`config.mk`:
```
export PLATFORM = sky130hd
export DESIGN_NAME = two_way_lru_writeback_cache
export DESIGN_NICKNAME = d
export VERILOG_FILES = /design/src/hw/rtl/twlc_pkg.sv /design/src/hw/rtl/twlc_dp.sv /design/src/hw/rtl/twlc_ctrl.sv /design/src/hw/rtl/two_way_lru_writeback_cache.sv
export VERILOG_INCLUDE_DIRS = /design/src /design/src/hw/rtl
export SDC_FILE = /design/constraint.sdc
export NUM_CORES = 2
export LEC_CHECK = 0
export BUFFER_PORTS_ARGS = -buffer_cell sky130_fd_sc_hd__buf_4
export CAP_MARGIN = 10
export CORE_MARGIN = 2
export CORE_UTILIZATION = 40
export DETAILED_ROUTE_END_ITERATION = 7
export MAX_ROUTING_LAYER = met4
export PLACE_DENSITY = 0.58
export SLEW_MARGIN = 15
export SYNTH_ARGS = -nofsm -noshare
export SYNTH_HDL_FRONTEND = slang
export SYNTH_MEMORY_MAX_BITS = 65536
export SYNTH_SLANG_ARGS = --single-unit
```
`constraint.sdc`:
```
create_clock -name clock -period 9.83 [get_ports clock]
set_input_delay 0.983 -clock clock [delete_from_list [all_inputs] [get_ports clock]]
set_output_delay 0.983 -clock clock [all_outputs]
set_load 0.02 [all_outputs]
```
`src/hw/rtl/two_way_lru_writeback_cache_defines.svh`:
```
// assertion macros for the two-way cache
`ifndef TWO_WAY_LRU_WRITEBACK_CACHE_DEFINES_SVH
`define TWO_WAY_LRU_WRITEBACK_CACHE_DEFINES_SVH

// condition implies consequence in the same cycle
`define TWLC_ASSERT_SAME(label, ante, cons) \
   label: assert property (@(posedge clock) disable iff (reset) (ante) |-> (cons)) \
      else $error("twlc same-cycle check failed");

// condition implies consequence in the next cycle
`define TWLC_ASSERT_NEXT(label, ante, cons) \
   label: assert property (@(posedge clock) disable iff (reset) (ante) |=> (cons)) \
      else $error("twlc next-cycle check failed");

`endif

```
`src/hw/rtl/twlc_pkg.sv`:
```
package twlc_pkg;

   localparam int SET_COUNT  = 8;
   localparam int MEM_WORDS  = 128;
   localparam int REG_COUNT  = 8;
   localparam int WAY_COUNT  = 2;
   localparam int DATA_W     = 32;
   localparam int OFFSET_W   = 9;
   localparam int SEL_W      = 3;
   localparam int SET_BITS   = $clog2(SET_COUNT);
   localparam int WORD_BITS  = $clog2(MEM_WORDS);
   localparam int TAG_BITS   = WORD_BITS - SET_BITS;
   localparam int REG_BITS   = $clog2(REG_COUNT);
   localparam int MEM_BASE   = 5;

   localparam logic FUNC_LOAD  = 1'b0;
   localparam logic FUNC_STORE = 1'b1;

   typedef struct packed {
      logic                func;
      logic [OFFSET_W-1:0] byte_offset;
      logic [SEL_W-1:0]    reg_sel;
   } req_type;

   typedef struct packed {
      logic                     hit;
      logic                     wrote_back;
      logic signed [DATA_W-1:0] load_value;
   } rsp_type;

   typedef struct packed {
      logic capture;
      logic mem_read;
      logic commit_lookup;
      logic commit_fill;
   } cmd_type;

   typedef struct packed {
      logic hit;
      logic is_store;
   } sts_type;

endpackage

```
`src/hw/rtl/twlc_dp.sv`:
```
`include "two_way_lru_writeback_cache_defines.svh"

module twlc_dp (
   input  logic              clock,
   input  logic              reset,
   input  twlc_pkg::cmd_type cmd,
   input  twlc_pkg::req_type req_data,
   output twlc_pkg::sts_type sts,
   output twlc_pkg::rsp_type rsp_data
);

   logic                             func_ff;
   logic [twlc_pkg::WORD_BITS-1:0]   word_ff;
   logic [twlc_pkg::REG_BITS-1:0]    reg_ff;

   logic [1:0]                       valid_ff  [twlc_pkg::SET_COUNT];
   logic [1:0]                       recent_ff [twlc_pkg::SET_COUNT];
   logic [twlc_pkg::TAG_BITS-1:0]    tag_ff    [twlc_pkg::SET_COUNT][twlc_pkg::WAY_COUNT];
   logic [twlc_pkg::DATA_W-1:0]      data_ff   [twlc_pkg::SET_COUNT][twlc_pkg::WAY_COUNT];
   logic [twlc_pkg::DATA_W-1:0]      regs_ff   [twlc_pkg::REG_COUNT];

   logic [twlc_pkg::DATA_W-1:0]      mem_ff    [twlc_pkg::MEM_WORDS];
   logic [twlc_pkg::MEM_WORDS-1:0]   mem_init_ff;
   logic [twlc_pkg::DATA_W-1:0]      rd_word_ff;
   logic                             rd_init_ff;
   logic [twlc_pkg::WORD_BITS-1:0]   rd_addr_ff;

   twlc_pkg::rsp_type                rsp_ff;
   twlc_pkg::rsp_type                rsp_in;

   logic [twlc_pkg::SET_BITS-1:0]    set_w;
   logic [twlc_pkg::TAG_BITS-1:0]    tag_w;
   logic                             is_store;
   logic                             hit0;
   logic                             hit1;
   logic                             hit_w;
   logic                             hit_way;
   logic [1:0]                       hit_ways;
   logic                             victim_way;
   logic                             victim_valid;
   logic [twlc_pkg::DATA_W-1:0]      reg_word;
   logic [twlc_pkg::DATA_W-1:0]      hit_word;
   logic [twlc_pkg::DATA_W-1:0]      fill_word;
   logic                             mem_wr_en;
   logic [twlc_pkg::WORD_BITS-1:0]   mem_wr_addr;
   logic [twlc_pkg::DATA_W-1:0]      mem_wr_data;
   logic [1:0]                       hit_mark;
   logic [1:0]                       fill_mark;
   logic                             hit_commit;

   // word address wraps to memory size, set is its low bits
   always_ff @(posedge clock) begin
      if (reset) begin
         func_ff <= twlc_pkg::FUNC_LOAD;
         word_ff <= '0;
         reg_ff  <= '0;
      end else if (cmd.capture) begin
         func_ff <= req_data.func;
         word_ff <= twlc_pkg::WORD_BITS'(req_data.byte_offset >> 2);
         reg_ff  <= twlc_pkg::REG_BITS'(req_data.reg_sel);
      end
   end

   always_comb begin
      set_w        = word_ff[twlc_pkg::SET_BITS-1:0];
      tag_w        = word_ff[twlc_pkg::WORD_BITS-1:twlc_pkg::SET_BITS];
      is_store     = (func_ff == twlc_pkg::FUNC_STORE);
      hit0         = valid_ff[set_w][0] && (tag_ff[set_w][0] == tag_w);
      hit1         = valid_ff[set_w][1] && (tag_ff[set_w][1] == tag_w);
      hit_w        = hit0 || hit1;
      hit_way      = !hit0;
      hit_ways     = {hit1, hit0};
      victim_way   = recent_ff[set_w][0];
      victim_valid = valid_ff[set_w][victim_way];
      reg_word     = regs_ff[reg_ff];
      hit_word     = data_ff[set_w][hit_way];
      fill_word    = rd_init_ff ? rd_word_ff
                               : twlc_pkg::DATA_W'(twlc_pkg::MEM_BASE) +
                                 twlc_pkg::DATA_W'(rd_addr_ff);
      hit_mark     = hit_way ? 2'b10 : 2'b01;
      fill_mark    = victim_way ? 2'b10 : 2'b01;
      hit_commit   = cmd.commit_lookup && hit_w;
      mem_wr_en    = cmd.commit_lookup && !hit_w && (is_store || victim_valid);
      mem_wr_addr  = is_store ? word_ff : {tag_ff[set_w][victim_way], set_w};
      mem_wr_data  = is_store ? reg_word : data_ff[set_w][victim_way];
   end

   // main memory, untouched words read as base plus address
   always_ff @(posedge clock) begin
      if (mem_wr_en) begin
         mem_ff[mem_wr_addr] <= mem_wr_data;
      end
      if (cmd.mem_read) begin
         rd_word_ff <= mem_ff[word_ff];
         rd_init_ff <= mem_init_ff[word_ff];
         rd_addr_ff <= word_ff;
      end
   end

   always_ff @(posedge clock) begin
      if (reset) begin
         mem_init_ff <= '0;
      end else if (mem_wr_en) begin
         mem_init_ff[mem_wr_addr] <= 1'b1;
      end
   end

   always_ff @(posedge clock) begin
      if (reset) begin
         for (int s = 0; s < twlc_pkg::SET_COUNT; s++) begin
            valid_ff[s]  <= 2'b00;
            recent_ff[s] <= 2'b00;
         end
         for (int r = 0; r < twlc_pkg::REG_COUNT; r++) begin
            regs_ff[r] <= '0;
         end
      end else begin
         if (hit_commit) begin
            recent_ff[set_w] <= hit_mark;
            if (!is_store) begin
               regs_ff[reg_ff] <= hit_word;
            end
         end
         if (cmd.commit_fill) begin
            valid_ff[set_w][victim_way] <= 1'b1;
            recent_ff[set_w]            <= fill_mark;
            regs_ff[reg_ff]             <= fill_word;
         end
      end
   end

   always_ff @(posedge clock) begin
      if (hit_commit && is_store) begin
         data_ff[set_w][hit_way] <= reg_word;
      end
      if (cmd.commit_fill) begin
         tag_ff[set_w][victim_way]  <= tag_w;
         data_ff[set_w][victim_way] <= fill_word;
      end
   end

   // result register
   always_comb begin
      rsp_in = rsp_ff;
      if (cmd.commit_lookup && (hit_w || is_store)) begin
         rsp_in.hit        = hit_w;
         rsp_in.wrote_back = 1'b0;
         rsp_in.load_value = (hit_w && !is_store) ? $signed(hit_word) : '0;
      end else if (cmd.commit_fill) begin
         rsp_in.hit        = 1'b0;
         rsp_in.wrote_back = victim_valid;
         rsp_in.load_value = $signed(fill_word);
      end
   end

   always_ff @(posedge clock) begin
      rsp_ff <= rsp_in;
   end

   assign sts.hit      = hit_w;
   assign sts.is_store = is_store;
   assign rsp_data     = rsp_ff;

   `TWLC_ASSERT_SAME(a_single_way_hit, 1'b1, $onehot0(hit_ways))
   `TWLC_ASSERT_SAME(a_single_recent, 1'b1, $onehot0(recent_ff[set_w]))
   `TWLC_ASSERT_SAME(a_fill_on_miss, cmd.commit_fill, !hit_w && !is_store)

endmodule

```
`src/hw/rtl/twlc_ctrl.sv`:
```
`include "two_way_lru_writeback_cache_defines.svh"

module twlc_ctrl (
   input  logic              clock,
   input  logic              reset,
   input  logic              req_valid,
   output logic              req_ready,
   output logic              rsp_valid,
   input  logic              rsp_ready,
   input  twlc_pkg::sts_type sts,
   output twlc_pkg::cmd_type cmd
);

   typedef enum logic [2:0] {
      ST_IDLE   = 3'b001,
      ST_LOOKUP = 3'b010,
      ST_FILL   = 3'b100
   } state_type;

   state_type state_ff;
   state_type state_in;
   logic      rsp_valid_ff;
   logic      rsp_valid_in;
   logic      slot_free;
   logic      produce;

   always_comb begin
      slot_free = !rsp_valid_ff || rsp_ready;
      state_in  = state_ff;
      cmd       = '0;
      produce   = 1'b0;
      req_ready = 1'b0;
      unique case (state_ff)
         ST_IDLE: begin
            req_ready = 1'b1;
            if (req_valid) begin
               cmd.capture = 1'b1;
               state_in    = ST_LOOKUP;
            end
         end
         ST_LOOKUP: begin
            cmd.mem_read = 1'b1;
            if (sts.hit || sts.is_store) begin
               if (slot_free) begin
                  cmd.commit_lookup = 1'b1;
                  produce           = 1'b1;
                  state_in          = ST_IDLE;
               end
            end else begin
               // load miss: write back a valid victim, then fill once the response register is free
               cmd.commit_lookup = 1'b1;
               state_in          = ST_FILL;
            end
         end
         ST_FILL: begin
            if (slot_free) begin
               cmd.commit_fill = 1'b1;
               produce         = 1'b1;
               state_in        = ST_IDLE;
            end
         end
         default: begin
            state_in = ST_IDLE;
         end
      endcase
      rsp_valid_in = produce || (rsp_valid_ff && !rsp_ready);
   end

   always_ff @(posedge clock) begin
      if (reset) begin
         state_ff     <= ST_IDLE;
         rsp_valid_ff <= 1'b0;
      end else begin
         state_ff     <= state_in;
         rsp_valid_ff <= rsp_valid_in;
      end
   end

   assign rsp_valid = rsp_valid_ff;

   `TWLC_ASSERT_NEXT(a_fill_then_idle, state_ff == ST_FILL, state_ff != ST_LOOKUP)
   `TWLC_ASSERT_SAME(a_fill_only_load_miss, (state_ff == ST_LOOKUP) && (state_in == ST_FILL), !sts.hit && !sts.is_store)
   `TWLC_ASSERT_NEXT(a_transfer_starts_lookup, req_valid && req_ready, state_ff == ST_LOOKUP)

endmodule

```
`src/hw/rtl/two_way_lru_writeback_cache.sv`:
```
// Two-way set-associative write-back cache (8 sets, one word a line, LRU by a
// most-recent mark) in front of a 128-word main memory and an 8-entry register
// file. Each request transfer is a load or a store; each yields one response.
// The response is registered: a hit or a store yields it from the lookup state,
// a load miss from the fill state. The main memory has one write port and a
// registered read, so a load miss writes back a valid victim and reads the
// fill word in the lookup state and installs the line in the fill state. One
// request is in work at a time; a new request is taken as soon as the previous
// response is registered, while that response still waits on rsp_ready, and a
// hit, a store or a fill then waits until the response register is free.
// Untouched memory words read as five plus their word address, with no clearing
// pass after reset.
module two_way_lru_writeback_cache (
   input  logic              clock,
   input  logic              reset,
   input  logic              req_valid,
   output logic              req_ready,
   input  twlc_pkg::req_type req_data,
   output logic              rsp_valid,
   input  logic              rsp_ready,
   output twlc_pkg::rsp_type rsp_data
);

   twlc_pkg::cmd_type cmd;
   twlc_pkg::sts_type sts;

   twlc_ctrl u_ctrl (
      .clock     (clock),
      .reset     (reset),
      .req_valid (req_valid),
      .req_ready (req_ready),
      .rsp_valid (rsp_valid),
      .rsp_ready (rsp_ready),
      .sts       (sts),
      .cmd       (cmd)
   );

   twlc_dp u_dp (
      .clock    (clock),
      .reset    (reset),
      .cmd      (cmd),
      .req_data (req_data),
      .sts      (sts),
      .rsp_data (rsp_data)
   );

endmodule
```
==> impl_metrics.yaml <==
sta:
  setup_viol: 0
  timing.setup.tns_ns: 0
  worst_pin_slew_ns: 1.368
  fin_skew_ns: 0.1012
  clock.fmax_mhz: 152.4
  grt_setup_unrepaired: "no"
  hold_viol_final: 0
  min_period_ns: 6.561
  slew_viol_final: 0
  fin_crit_sh_pct: 66.74
  relSlewSlack_pct: 8.219
setup_path:
  critPathMostFrequentCell: "buf_4"
  cp-start-kind: "flip-flop"
  cp_cell_sequence: "buf_4, mux4_2, mux2i_1, nor3_1, nand4_1, and3_1, buf_4, nand3_1, nor2_4, buf_4"
  rrSetupSlack_ns: 3.27
  cp-end-kind: "flip-flop"
  cp.required_ns: 10.54
  arrival_ns: 7.28
  reg2regPathDepth: 10
  path_class: "flip-flop to flip-flop"
  worst_path_max_delay_cell: "nor2_4"
  worstSetupEndpoint: "u_dp.mem_ff[118][6]$_DFFE_PP_"
  worstPathMaxFanout: 55
  regToRegEndpoint: "u_dp.mem_ff[118][6]$_DFFE_PP_"
  cpPeakStageDelay_ns: 1.06
placed_design:
  gp_congestion: 0.9017
  io_buffers: 50
  placed_area_um2: 210000
  dp_hpwl_um: 356400
clocking:
  cts-root-buf: "clkbuf_16"
  cts_made_buffers: 531
  cts_setup_buffers: 0
  cts.repair.resized: 0
  cts_max_path_buffers: 4
  cts_num_sinks: 5175
  insertion_delay_ns: 1.10
  clk_pin_slew_ns: 0.06
  cts_tree: "done"
  h-tree-depth: 6
  cts-hold-fix-buffers: 0
die:
  die_h_um: 709.2
  die_area_um2: 503000
  io_pins: 53
  core-area_um2: 496500
  row_count: 259
  floorplan.initialDensity_pct: 40.07
  chipWidth_um: 709.2
routing:
  vias: 118700
  drtPass1Iterations: 7
  top_layer_used: "met4"
  wl_met1_um: 247900
  wl_met3_um: 73290
  wl_per_cell_um: 34.31
  drcViolationCount: 0
  wl_met2_um: 300900
  vias_per_cell: 6.202
  ant_nets: 0
  totalWireLength_um: 656800
  drtIter0Drc: 18320
power_and_ir_drop:
  p_switching_mw: 12.13
  clkPwrFrac_pct: 39.9
  power_density_nw_per_um2: 217.8
  intPower_mw: 37.28
  switching_share_pct: 24.55
  p_comb_share_pct: 9.1
  seq_power_share_pct: 51.0
  irDropWorstVdd_v: 0.0001872
  leakagePower_nw: 68.72
global_route:
  grt_max_degree: 129
  antenna_found_initial: 35
  globalRouteOverflowTotal: 0
  grt_pass1_vias: 114600
  grt_first_pass_wirelength_um: 901400
  grtUsageTotal_pct: 26.11
synthesis:
  ys_seq_area_share_pct: 77.28
  synth.net_count: 11870
  synth_edf_count: 5009
  yosysUniqueCellTypes: 72
  synth_seq_cells: 5175
  avgSynthCellArea_um2: 16.79
  ys_async_sr_fraction_pct: 0
  syn_area_um2: 198900
  synthCells: 11850
  ys.flop_type: "edfxtp_1"
  ys_warn_count: 0
cells_and_area:
  design_area_um2: 226900
  final_cell_mix: "5009 x edfxtp_1, 711 x nand2_1, 703 x a21oi_1"
  layout_commonest_cell: "edfxtp_1"
  fillerInstances: 42230
  drive_gt1_share_pct: 15.93
  area_growth_pct: 14.05
  fin_nets: 12070
outcome:
  status: "finished, final reports clean"
run:
  max_cap_viol_count: 0
worst_hold_path:
  hp-class: "input port to flip-flop"
==> logic make-up after synthesis <==
kind of cell / count (synthesis) / share of synthesized area (%)
mux: 1051 / 7.338
xor+xnor: 11 / 0.04843
flops: 5175 / 77.28
fa+ha+maj: 1 / 0.006289
compound gates: 2732 / 9.329
buf+inv: 934 / 1.861
simple gates: 1947 / 4.132
==> cell usage after synthesis (6+ instances only) <==
| cell type | instances | area [µm²] |
|---|---|---|
| o2111ai_1 | 149 | 1305 |
| buf_1 | 154 | 578.1 |
| xnor2_1 | 6 | 52.55 |
| nand2_1 | 716 | 2688 |
| nand4_1 | 126 | 788.3 |
| or3_1 | 24 | 150.1 |
| a221o_1 | 14 | 140.1 |
| o31ai_1 | 32 | 240.2 |
| o211ai_1 | 74 | 555.5 |
| mux4_2 | 307 | 6914 |
| nand3_1 | 153 | 765.7 |
| a22o_1 | 194 | 1699 |
| a222oi_1 | 27 | 270.3 |
| a21oi_1 | 734 | 3674 |
| inv_1 | 102 | 382.9 |
| a22oi_1 | 621 | 4662 |
| edfxtp_1 | 5009 | 150400 |
| buf_2 | 138 | 690.7 |
| o311ai_0 | 8 | 70.07 |
| mux2_2 | 186 | 2095 |
| and3_1 | 10 | 62.56 |
| o22ai_1 | 137 | 857.1 |
| a221oi_1 | 188 | 1647 |
| clkbuf_1 | 534 | 2004 |
| nor2b_1 | 13 | 81.33 |
| a211oi_1 | 41 | 307.8 |
| nand2b_1 | 24 | 150.1 |
| dfxtp_1 | 166 | 3323 |
| nor3_1 | 69 | 345.3 |
| a2111oi_0 | 18 | 157.7 |
| mux2i_1 | 557 | 5575 |
| o21ai_0 | 338 | 1692 |
| a31o_2 | 7 | 61.31 |
| and2_1 | 7 | 43.79 |
| nor2_1 | 784 | 2943 |
| a311oi_1 | 47 | 411.6 |
| a311o_1 | 14 | 140.1 |
| a31oi_1 | 37 | 231.5 |
| o21a_1 | 14 | 105.1 |
==> metal layers <==
metal | vias up | global-route usage (%)
li1 | 48000 | -
met4 | 0 | 11.71
met5 | - | -
met2 | 7706 | 39.82
met3 | 1254 | 5.253
met1 | 61780 | 33.96
==> sequential cells by signal, summed over array words and instances, names as in the netlist, named ones only <==
signal	flops
u_ctrl.rsp_valid	1
u_dp.rd_addr_ff	7
u_dp.recent_ff	8
u_dp.func_ff	1
u_dp.regs_ff	256
u_dp.mem_ff	4096
u_dp.word_ff	7
u_dp.rd_init_ff	1
u_ctrl.state_ff	3
u_dp.tag_ff	64
u_dp.data_ff	512
u_dp.valid_ff	16
u_dp.rsp_data	34
u_dp.rd_word_ff	32
u_dp.mem_init_ff	128
u_dp.reg_ff	3
==> worst min-delay path by stage <==
stage / cells past startpoint / slack [ns] / from / to
after global placement: 2 / 0.45 / u_dp.mem_init_ff[33]$_SDFFE_PP0P_ / u_dp.mem_init_ff[33]$_SDFFE_PP0P_
final: 3 / 0.23 / req_data[0] / flip-flop
after detailed placement: 2 / 0.46 / u_dp.mem_init_ff[70]$_SDFFE_PP0P_ / u_dp.mem_init_ff[70]$_SDFFE_PP0P_
after CTS: 3 / 0.16 / req_data[0] / flip-flop
after global routing: 3 / 0.22 / req_data[0] / flip-flop
after floorplan: 0 / 0.43 / u_dp.word_ff[1]$_SDFFE_PP0P_ / u_dp.rd_addr_ff[1]$_DFFE_PP_
==> layout make-up <==
cell class | instances | area [µm²] | share of cell area (%)
Sequential cell | 5175 | 153800 | 67.78
Multi-Input combinational cell | 5742 | 43140 | 19.02
Clock buffer | 660 | 14120 | 6.224
Tap cell | 6655 | 8327 | 3.670
Timing Repair Buffer | 499 | 4403 | 1.941
Clock inverter | 291 | 2653 | 1.169
Inverter | 103 | 395.4 | 0.1743
Antenna cell | 20 | 50.05 | 0.02206
==> power by group through the flow <==
stage / clock network, mW / logic [mW] / registers (mW)
after floorplan: 0 / 2.01 / 25.8
after global placement: 0 / 4.30 / 25.6
after detailed placement: 0 / 4.41 / 25.6
after CTS: 19.9 / 4.42 / 25.2
after global routing: 20.8 / 4.61 / 25.2
final: 19.7 / 4.50 / 25.2
==> metrics by stage <==
step                      total power, mW  setup slack (ns)  utilization (%)  hold WS, ns  instances
final                               49.41             3.269            45.70       0.2310      19150
after global placement              29.93             3.337            42.29       0.4460      18170
after CTS                           49.52             3.357            45.68       0.1600      19120
after floorplan                     27.79             1.527                -       0.4311      11850
after detailed placement            30.05             3.396            42.30       0.4551      18170
after global routing                50.56             2.918            45.69       0.2213      19130
==> worst max-delay path, delay by kind of cell (launching register included) <==
kind / cells / cell delay [ns]
muxes: 2 / 0.90
buffers and inverters: 3 / 1.55
and+or+nand+nor: 5 / 2.98
DFF: 1 / 0.71
Power figures use the tool's default switching activity.
